## src/hdl/cntbl_pkg.sv

```systemverilog
`timescale 1ns / 1ps
// ----------------------------------------------------------------------------
// cntbl_pkg
// Shared types and codes for the compacting node table.
// ----------------------------------------------------------------------------
package cntbl_pkg;

    localparam int KIND_W    = 3;
    localparam int ADDR_W    = 7;
    localparam int ID_W      = 8;
    localparam int CODE_W    = 16;
    localparam int STAT_W    = 2;
    localparam int FID_W     = 4;
    localparam int CNT_OUT_W = 5;

    localparam logic [KIND_W-1:0] KIND_ADD       = 3'd0;
    localparam logic [KIND_W-1:0] KIND_FIND_ID   = 3'd1;
    localparam logic [KIND_W-1:0] KIND_FIND_ADDR = 3'd2;
    localparam logic [KIND_W-1:0] KIND_REMOVE    = 3'd3;
    localparam logic [KIND_W-1:0] KIND_CLEAR     = 3'd4;

    localparam logic [STAT_W-1:0] STAT_OK       = 2'd0;
    localparam logic [STAT_W-1:0] STAT_DUP      = 2'd1;
    localparam logic [STAT_W-1:0] STAT_FULL     = 2'd2;
    localparam logic [STAT_W-1:0] STAT_NOTFOUND = 2'd3;

    localparam logic [CNT_OUT_W-1:0] NODE_LIMIT_RST = 5'd16;

    typedef struct packed {
        logic [ADDR_W-1:0] addr;
        logic [CODE_W-1:0] vendor;
        logic [CODE_W-1:0] product;
    } entry_t;

    typedef struct packed {
        logic            rotate;
        logic            compact;
        logic [ID_W-1:0] rm_id;
    } cell_ctrl_t;

endpackage

```

## src/hdl/cntbl_cell.sv

```systemverilog
`timescale 1ns / 1ps
// ----------------------------------------------------------------------------
// cntbl_cell
// One table entry; loads its neighbor's entry on a rotate or a compaction.
// ----------------------------------------------------------------------------
module cntbl_cell #(
    parameter int IDX = 0
) (
    input  logic                  clk,
    input  cntbl_pkg::cell_ctrl_t ctrl,
    input  cntbl_pkg::entry_t     nxt,
    output cntbl_pkg::entry_t     cur
);

    localparam logic [cntbl_pkg::ID_W-1:0] IDX_V = IDX[cntbl_pkg::ID_W-1:0];

    cntbl_pkg::entry_t entry_reg;
    logic              load;

    // compaction: every cell at or above the removed id takes its neighbor
    assign load = ctrl.rotate || (ctrl.compact && (IDX_V >= ctrl.rm_id));

    always_ff @(posedge clk)
    begin
        if (load)
        begin
            entry_reg <= nxt;
        end
    end

    assign cur = entry_reg;

endmodule

```

## src/hdl/compacting_node_table_core.sv

```systemverilog
`timescale 1ns / 1ps
// ----------------------------------------------------------------------------
// compacting_node_table_core
// Dense node table built as a ring of entry cells with an append count.
// ----------------------------------------------------------------------------
//  channel | signals                                   | dir
//  --------+-------------------------------------------+-----
//  in      | in_valid/in_ready, kind, address, node_id,| in
//          | vendor_code, product_code                 |
//  out     | out_valid/out_ready, status, found_id,    | out
//          | found_address, found_vendor,              |
//          | found_product, entry_count                |
//  cfg     | cfg_valid/cfg_ready, cfg_data (node limit)| in
//
//  Add and both finds rotate the ring once per beat.
//  Remove, clear and early rejects skip the scan; remove compacts all at once.
//  One beat in flight; out register lets the next beat in while a result waits.
//  Reset: count 0, node limit 16; entry contents are not cleared.
//  cfg_ready is always high.
// ----------------------------------------------------------------------------
module compacting_node_table_core #(
    parameter int TABLE_DEPTH = 16
) (
    input  logic        clk,
    input  logic        rst_n,

    input  logic        in_valid,
    output logic        in_ready,
    input  logic [2:0]  kind,
    input  logic [6:0]  address,
    input  logic [7:0]  node_id,
    input  logic [15:0] vendor_code,
    input  logic [15:0] product_code,

    output logic        out_valid,
    input  logic        out_ready,
    output logic [1:0]  status,
    output logic [3:0]  found_id,
    output logic [6:0]  found_address,
    output logic [15:0] found_vendor,
    output logic [15:0] found_product,
    output logic [4:0]  entry_count,

    input  logic        cfg_valid,
    output logic        cfg_ready,
    input  logic [4:0]  cfg_data
);

    localparam int IDX_W     = $clog2(TABLE_DEPTH);
    localparam int CNT_W     = $clog2(TABLE_DEPTH + 1);
    localparam int LIM_W     = (CNT_W > cntbl_pkg::CNT_OUT_W) ? CNT_W : cntbl_pkg::CNT_OUT_W;
    localparam int ID_W      = cntbl_pkg::ID_W;
    localparam int FID_W     = cntbl_pkg::FID_W;
    localparam int CNT_OUT_W = cntbl_pkg::CNT_OUT_W;

    typedef enum logic [1:0] {
        S_IDLE,
        S_SCAN,
        S_DONE
    } state_t;

    state_t                           state_reg, state_next;
    logic [CNT_W-1:0]                 count_reg, count_next;
    logic [CNT_OUT_W-1:0]             node_limit_reg, node_limit_next;
    logic                             out_valid_reg, out_valid_next;

    logic [IDX_W-1:0]                 step_reg, step_next;
    logic                             hit_reg, hit_next;
    logic [cntbl_pkg::KIND_W-1:0]     kind_reg, kind_next;
    logic [ID_W-1:0]                  id_reg, id_next;
    cntbl_pkg::entry_t                key_reg, key_next;
    logic [cntbl_pkg::STAT_W-1:0]     res_status_reg, res_status_next;
    logic [FID_W-1:0]                 res_id_reg, res_id_next;
    cntbl_pkg::entry_t                res_entry_reg, res_entry_next;
    logic [cntbl_pkg::STAT_W-1:0]     out_status_reg, out_status_next;
    logic [FID_W-1:0]                 out_id_reg, out_id_next;
    cntbl_pkg::entry_t                out_entry_reg, out_entry_next;
    logic [CNT_OUT_W-1:0]             out_count_reg, out_count_next;

    cntbl_pkg::entry_t                cell_q [TABLE_DEPTH];
    cntbl_pkg::entry_t                head;
    cntbl_pkg::entry_t                tail_in;
    cntbl_pkg::cell_ctrl_t            ctrl;

    logic accept;
    logic table_full;
    logic id_valid;
    logic in_range;
    logic last_step;
    logic addr_match;
    logic write_new;

    assign accept     = in_valid && in_ready;
    assign table_full = (LIM_W'(count_reg) >= LIM_W'(node_limit_reg))
                        || (count_reg == CNT_W'(TABLE_DEPTH));
    assign id_valid   = node_id < ID_W'(count_reg);
    assign head       = cell_q[0];
    assign in_range   = CNT_W'(step_reg) < count_reg;
    assign last_step  = step_reg == IDX_W'(TABLE_DEPTH - 1);
    assign addr_match = head.addr == key_reg.addr;
    assign write_new  = (state_reg == S_SCAN) && (kind_reg == cntbl_pkg::KIND_ADD)
                        && (CNT_W'(step_reg) == count_reg)
                        && (res_status_reg == cntbl_pkg::STAT_OK);
    assign tail_in    = write_new ? key_reg : head;

    assign ctrl.rotate  = state_reg == S_SCAN;
    assign ctrl.compact = accept && (kind == cntbl_pkg::KIND_REMOVE) && id_valid;
    assign ctrl.rm_id   = node_id;

    // ring: each cell takes its right neighbor, the last takes the head or a new entry
    for (genvar i = 0; i < TABLE_DEPTH; i++)
    begin : g_cell
        cntbl_pkg::entry_t nxt;
        if (i == TABLE_DEPTH - 1)
        begin : g_tail
            assign nxt = tail_in;
        end
        else
        begin : g_body
            assign nxt = cell_q[i + 1];
        end
        cntbl_cell #(
            .IDX(i)
        ) u_cell (
            .clk  (clk),
            .ctrl (ctrl),
            .nxt  (nxt),
            .cur  (cell_q[i])
        );
    end

    always_comb
    begin
        state_next      = state_reg;
        count_next      = count_reg;
        node_limit_next = node_limit_reg;
        out_valid_next  = out_valid_reg;
        step_next       = step_reg;
        hit_next        = hit_reg;
        kind_next       = kind_reg;
        id_next         = id_reg;
        key_next        = key_reg;
        res_status_next = res_status_reg;
        res_id_next     = res_id_reg;
        res_entry_next  = res_entry_reg;
        out_status_next = out_status_reg;
        out_id_next     = out_id_reg;
        out_entry_next  = out_entry_reg;
        out_count_next  = out_count_reg;

        if (cfg_valid)
        begin
            node_limit_next = cfg_data;
        end

        if (out_valid_reg && out_ready)
        begin
            out_valid_next = 1'b0;
        end

        unique case (state_reg)
            S_IDLE:
            begin
                if (accept)
                begin
                    kind_next      = kind;
                    id_next        = node_id;
                    key_next       = '{addr: address, vendor: vendor_code,
                                       product: product_code};
                    step_next      = '0;
                    hit_next       = 1'b0;
                    res_id_next    = '0;
                    res_entry_next = '0;
                    state_next     = S_DONE;
                    unique case (kind)
                        cntbl_pkg::KIND_ADD:
                        begin
                            if (table_full)
                            begin
                                res_status_next = cntbl_pkg::STAT_FULL;
                            end
                            else
                            begin
                                res_status_next = cntbl_pkg::STAT_OK;
                                res_id_next     = FID_W'(count_reg);
                                state_next      = S_SCAN;
                            end
                        end
                        cntbl_pkg::KIND_FIND_ID:
                        begin
                            res_status_next = cntbl_pkg::STAT_NOTFOUND;
                            if (id_valid)
                            begin
                                state_next = S_SCAN;
                            end
                        end
                        cntbl_pkg::KIND_FIND_ADDR:
                        begin
                            res_status_next = cntbl_pkg::STAT_NOTFOUND;
                            if (count_reg != '0)
                            begin
                                state_next = S_SCAN;
                            end
                        end
                        cntbl_pkg::KIND_REMOVE:
                        begin
                            if (id_valid)
                            begin
                                res_status_next = cntbl_pkg::STAT_OK;
                                count_next      = count_reg - CNT_W'(1);
                            end
                            else
                            begin
                                res_status_next = cntbl_pkg::STAT_NOTFOUND;
                            end
                        end
                        cntbl_pkg::KIND_CLEAR:
                        begin
                            res_status_next = cntbl_pkg::STAT_OK;
                            count_next      = '0;
                        end
                        default:
                        begin
                            res_status_next = cntbl_pkg::STAT_NOTFOUND;
                        end
                    endcase
                end
            end
            S_SCAN:
            begin
                step_next = step_reg + IDX_W'(1);
                unique case (kind_reg)
                    cntbl_pkg::KIND_ADD:
                    begin
                        if (in_range && addr_match)
                        begin
                            res_status_next = cntbl_pkg::STAT_DUP;
                            res_id_next     = '0;
                        end
                    end
                    cntbl_pkg::KIND_FIND_ID:
                    begin
                        if (ID_W'(step_reg) == id_reg)
                        begin
                            res_status_next = cntbl_pkg::STAT_OK;
                            res_id_next     = FID_W'(step_reg);
                            res_entry_next  = head;
                        end
                    end
                    cntbl_pkg::KIND_FIND_ADDR:
                    begin
                        if (!hit_reg && in_range && addr_match)
                        begin
                            hit_next        = 1'b1;
                            res_status_next = cntbl_pkg::STAT_OK;
                            res_id_next     = FID_W'(step_reg);
                            res_entry_next  = head;
                        end
                    end
                    default:
                    begin
                    end
                endcase
                if (last_step)
                begin
                    state_next = S_DONE;
                    // duplicates are seen below the count, so before the last step
                    if ((kind_reg == cntbl_pkg::KIND_ADD)
                        && (res_status_reg == cntbl_pkg::STAT_OK))
                    begin
                        count_next = count_reg + CNT_W'(1);
                    end
                end
            end
            S_DONE:
            begin
                if (!out_valid_reg || out_ready)
                begin
                    out_valid_next  = 1'b1;
                    out_status_next = res_status_reg;
                    out_id_next     = res_id_reg;
                    out_entry_next  = res_entry_reg;
                    out_count_next  = CNT_OUT_W'(count_reg);
                    state_next      = S_IDLE;
                end
            end
            default:
            begin
                state_next = S_IDLE;
            end
        endcase
    end

    always_ff @(posedge clk or negedge rst_n)
    begin
        if (!rst_n)
        begin
            state_reg      <= S_IDLE;
            count_reg      <= '0;
            node_limit_reg <= cntbl_pkg::NODE_LIMIT_RST;
            out_valid_reg  <= 1'b0;
        end
        else
        begin
            state_reg      <= state_next;
            count_reg      <= count_next;
            node_limit_reg <= node_limit_next;
            out_valid_reg  <= out_valid_next;
        end
    end

    always_ff @(posedge clk)
    begin
        step_reg       <= step_next;
        hit_reg        <= hit_next;
        kind_reg       <= kind_next;
        id_reg         <= id_next;
        key_reg        <= key_next;
        res_status_reg <= res_status_next;
        res_id_reg     <= res_id_next;
        res_entry_reg  <= res_entry_next;
        out_status_reg <= out_status_next;
        out_id_reg     <= out_id_next;
        out_entry_reg  <= out_entry_next;
        out_count_reg  <= out_count_next;
    end

    assign in_ready      = state_reg == S_IDLE;
    assign cfg_ready     = 1'b1;
    assign out_valid     = out_valid_reg;
    assign status        = out_status_reg;
    assign found_id      = out_id_reg;
    assign found_address = out_entry_reg.addr;
    assign found_vendor  = out_entry_reg.vendor;
    assign found_product = out_entry_reg.product;
    assign entry_count   = out_count_reg;

endmodule

```

## config.mk

```make
export PLATFORM = sky130hd
export DESIGN_NAME = compacting_node_table_core
export DESIGN_NICKNAME = d
export VERILOG_FILES = /design/src/hdl/cntbl_pkg.sv /design/src/hdl/cntbl_cell.sv /design/src/hdl/compacting_node_table_core.sv
export SDC_FILE = /design/constraint.sdc
export NUM_CORES = 1
export LEC_CHECK = 0
export BUFFER_PORTS_ARGS = -buffer_cell sky130_fd_sc_hd__buf_4
export CORE_UTILIZATION = 55
export DETAILED_ROUTE_END_ITERATION = 8
export GPL_ROUTABILITY_DRIVEN = 0
export GPL_TIMING_DRIVEN = 0
export PLACE_DENSITY = 0.77
export SLEW_MARGIN = 20
export SYNTH_ARGS = -nofsm -noshare
export SYNTH_HDL_FRONTEND = slang
export SYNTH_SLANG_ARGS = --single-unit
```

## constraint.sdc

```tcl
create_clock -name clk -period 17.7 [get_ports clk]
set_clock_uncertainty 0.15 [all_clocks]
set_input_delay 2.655 -clock clk [delete_from_list [all_inputs] [get_ports clk]]
set_output_delay 2.655 -clock clk [all_outputs]
set_load 0.01 [all_outputs]
```

==> key figures <==
Worst setup path
  – Arrival @ worst endpoint: 6910 ps
  – Worst Path Max Fanout: 8
  – CP Capture Type: register
  – Worst setup path class: input port to register
  – Reg-to-Reg Start: count_reg[2]$_DFFE_PN0P_
  – CP Data Required Time: 17,860 ps
  – CP Launch Type: input port
  – Crit path launch: node_id[2]

Pwr
  – Switching pwr: 1420 uW
  – Combinational share of power: 14.9%
  – Sw frac: 26.5%
  – Reg power frac: 56.3%
  – Clock share of power: 28.7%
  – Max VDD drop: 0.000153 V
  – Power Density: 176 nW/um^2
  – Leakage power: 0.0102 uW
  – Cell internal pwr: 3920 uW

Place
  – Detailed-placement wirelength estimate: 28,400 um
  – Port Buffers: 110
  – Placed insts: 1,842

Timing
  – Hold Vio Cnt, Final: 0
  – Rel. slew slack: 36.8%
  – Period minus WS final: 6750 ps
  – RSZ-0062 raised after global routing: false
  – Max Clk Rate: 0.148 GHz
  – Worst slew pin tran: 948 ps
  – Crit share post-route: 38.1%
  – Final Setup Violations: 0
  – Final Max Tran Viols: 0
  – Setup TNS: 0 ps

Logic synthesis
  – Synth top area share: 90.3%
  – Top_reg_cell synth: edfxtp_1
  – Synth top area cells: edfxtp_1 (90%), mux2_2 (1.7%), dfrtp_1 (1.2%)
  – Syn nets: 1,177
  – Synth unique cells: 55
  – Synthesized instance count: 1,100
  – Mapped cell area: 25,700 um^2
  – Leading area contributor after synthesis: edfxtp_1
  – Avg Cell Area, Syn: 23.4 um^2
  – Yosys Warn Count: 0
  – #FFs+latches synth: 787
  – Number of synthesized flops with an enable pin: 774
  – Post-synth ARST share: 1.65%
  – Seq/Total Area, Yosys: 91.5%

Routing
  – Vias per cell: 5.70
  – # DRC: 0
  – Vias: 11,200
  – Final wirelength: 50,200 um
  – DRT Pass-1 Iters: 6
  – Antenna viol nets, final: 0
  – WL per Instance: 25.5 um
  – Iteration-0 DRC count of the detailed router: 1,519

Floorplanning
  – Die Ht: 218 um
  – Initial Util: 56.3%
  – # IOs: 113
  – Core ar.: 45,800 um^2
  – Number of core rows: 78
  – Die width: 218 um
  – Area of the die: 47,700 um^2

CTS
  – Buffer count from post-CTS setup fixing: 0
  – Hold_buf cts: 0
  – Clk buf depth: 3
  – CTS tree: yes
  – H-tree depth: 3
  – Clk root buf: clkbuf_16
  – CTS buffer count: 72
  – Clock Latency Late Sink: 600 ps
  – Post-CTS Resized: 0
  – Clock sinks: 787
  – Reg clk slew, reported paths: 60 ps

Min path
  – Hold_sp: g_cell[10].u_cell.cur[26]$_DFFE_PP_
  – Worst hold path class: register to register

GRT
  – Vias in the first global route: 11,500
  – First-pass GRT wire length: 73,900 um
  – GRT overflow: 0
  – Gr usage total: 21.8%
  – Initial antenna violation count: 5
  – Largest net degree at the start of global routing: 40

Final layout
  – Fin cells: 1,968
  – Max FFs per register: 624
  – Share of cells above drive strength 1: 23.3%
  – Area Growth Syn to Fin: 17.7%
  – Most common cell after layout, fill and taps aside: edfxtp_1
  – Commonest cells after routing, fill and taps aside: edfxtp_1 (774), buf_4 (113), clkbuf_16 (74)
  – Nets@finish: 1,393

Status
  – Status: complete, no violations

Job
  – Maxcap violations: 0
per-layer routing:
layer | global-route usage, % | wire length [um]
met5 | 0 | 0
met1 | 30.0 | 20200
met4 | 7.88 | 1480
met3 | 3.52 | 3560
met2 | 35.4 | 24900
layout make-up:
| type | count | area (um^2) |
|---|---|---|
| timing repair buffer | 142 | 1330 |
| sequential | 787 | 23600 |
| inverter | 15 | 56.3 |
| buffer | 22 | 106 |
| fill | 2608 | 15500 |
| clock buffer | 84 | 1890 |
| antenna | 1 | 2.50 |
| multi-input combinational | 276 | 2210 |
| tap | 600 | 751 |
| clock inverter | 41 | 385 |
metrics by stage:
stage | setup slack (ps) | util (%) | hold slack (ps) | total power, uW | instance area (um^2)
6_report | 10950 | 66.2 | 250 | 5330 | 30300
5_1_grt | 10830 | 66.2 | 261 | 5520 | 30300
4_1_cts | 11060 | 66.2 | 249 | 5370 | 30300
3_5_place_dp | 10570 | 61.2 | 255 | 3790 | 28000
3_3_place_gp | 5930 | 59.7 | 250 | 3680 | 27300
2_1_floorplan | 8740 | - | 250 | 3350 | 25700
cells in the mapped netlist, drive strengths merged, types with 2 or more instances:
| library cell | count |
|---|---|
| a211oi | 2 |
| a21o | 3 |
| a21oi | 12 |
| a221oi | 2 |
| a22o | 5 |
| a31oi | 3 |
| and2 | 42 |
| and3 | 6 |
| buf | 9 |
| clkbuf | 13 |
| dfrtp | 12 |
| edfxtp | 774 |
| ha | 17 |
| inv | 14 |
| mux2 | 40 |
| nand2 | 19 |
| nand2b | 5 |
| nand3 | 7 |
| nand4 | 3 |
| nor2 | 17 |
| nor2b | 4 |
| nor3 | 9 |
| nor3b | 2 |
| nor4 | 7 |
| o211ai | 4 |
| o21a | 4 |
| o21ai | 27 |
| o22a | 2 |
| o31ai | 3 |
| o41ai | 2 |
| or4 | 2 |
| xnor2 | 10 |
| xor2 | 4 |
power by group through the flow:
stage,Sequential [uW],Combinational (uW),Clock [uW]
finish,3010,797,1530
CTS,3010,801,1550
global route,3050,849,1620
detailed placement,3010,782,0
floorplan,3000,353,0
global placement,3070,615,0
worst max-delay path, stage by stage:
cell     delay, ps
buf_4          150
ha_1           300
o21a_1         180
o21ai_0        410
o21a_1         230
nand4_1        640
o41ai_2        820
buf_2          320
buf_2          220
buf_2          250
buf_2          250
buf_2          270
buf_4          190
final timing paths:
| kind | endpoint | slack (ps) | cells past startpoint |
|---|---|---|---|
| max | g_cell[1].u_cell.cur[3]$_DFFE_PP_ | 10950 | 13 |
| min | g_cell[9].u_cell.cur[26]$_DFFE_PP_ | 250 | 0 |
| max reg2reg | g_cell[1].u_cell.cur[3]$_DFFE_PP_ | 12180 | 14 |
| min reg2reg | g_cell[9].u_cell.cur[26]$_DFFE_PP_ | 250 | 0 |
| max in group asynchronous | node_limit_reg[4]$_DFFE_PN1P_ | 15430 | 1 |
| min in group asynchronous | state_reg[1]$_DFFE_PN0P_ | 1740 | 1 |
cell families after synthesis:
kind of cell / synth area share [%]
buffers and inverters: 0.622
adders and majority gates: 0.826
and+or+nand+nor: 2.85
xor gates and xnor gates: 0.476
muxes: 1.79
AOI/OAI and AO/OA: 1.90
other: 0.0146
DFF: 91.5
No activity file was read; power rests on OpenSTA's default activity.
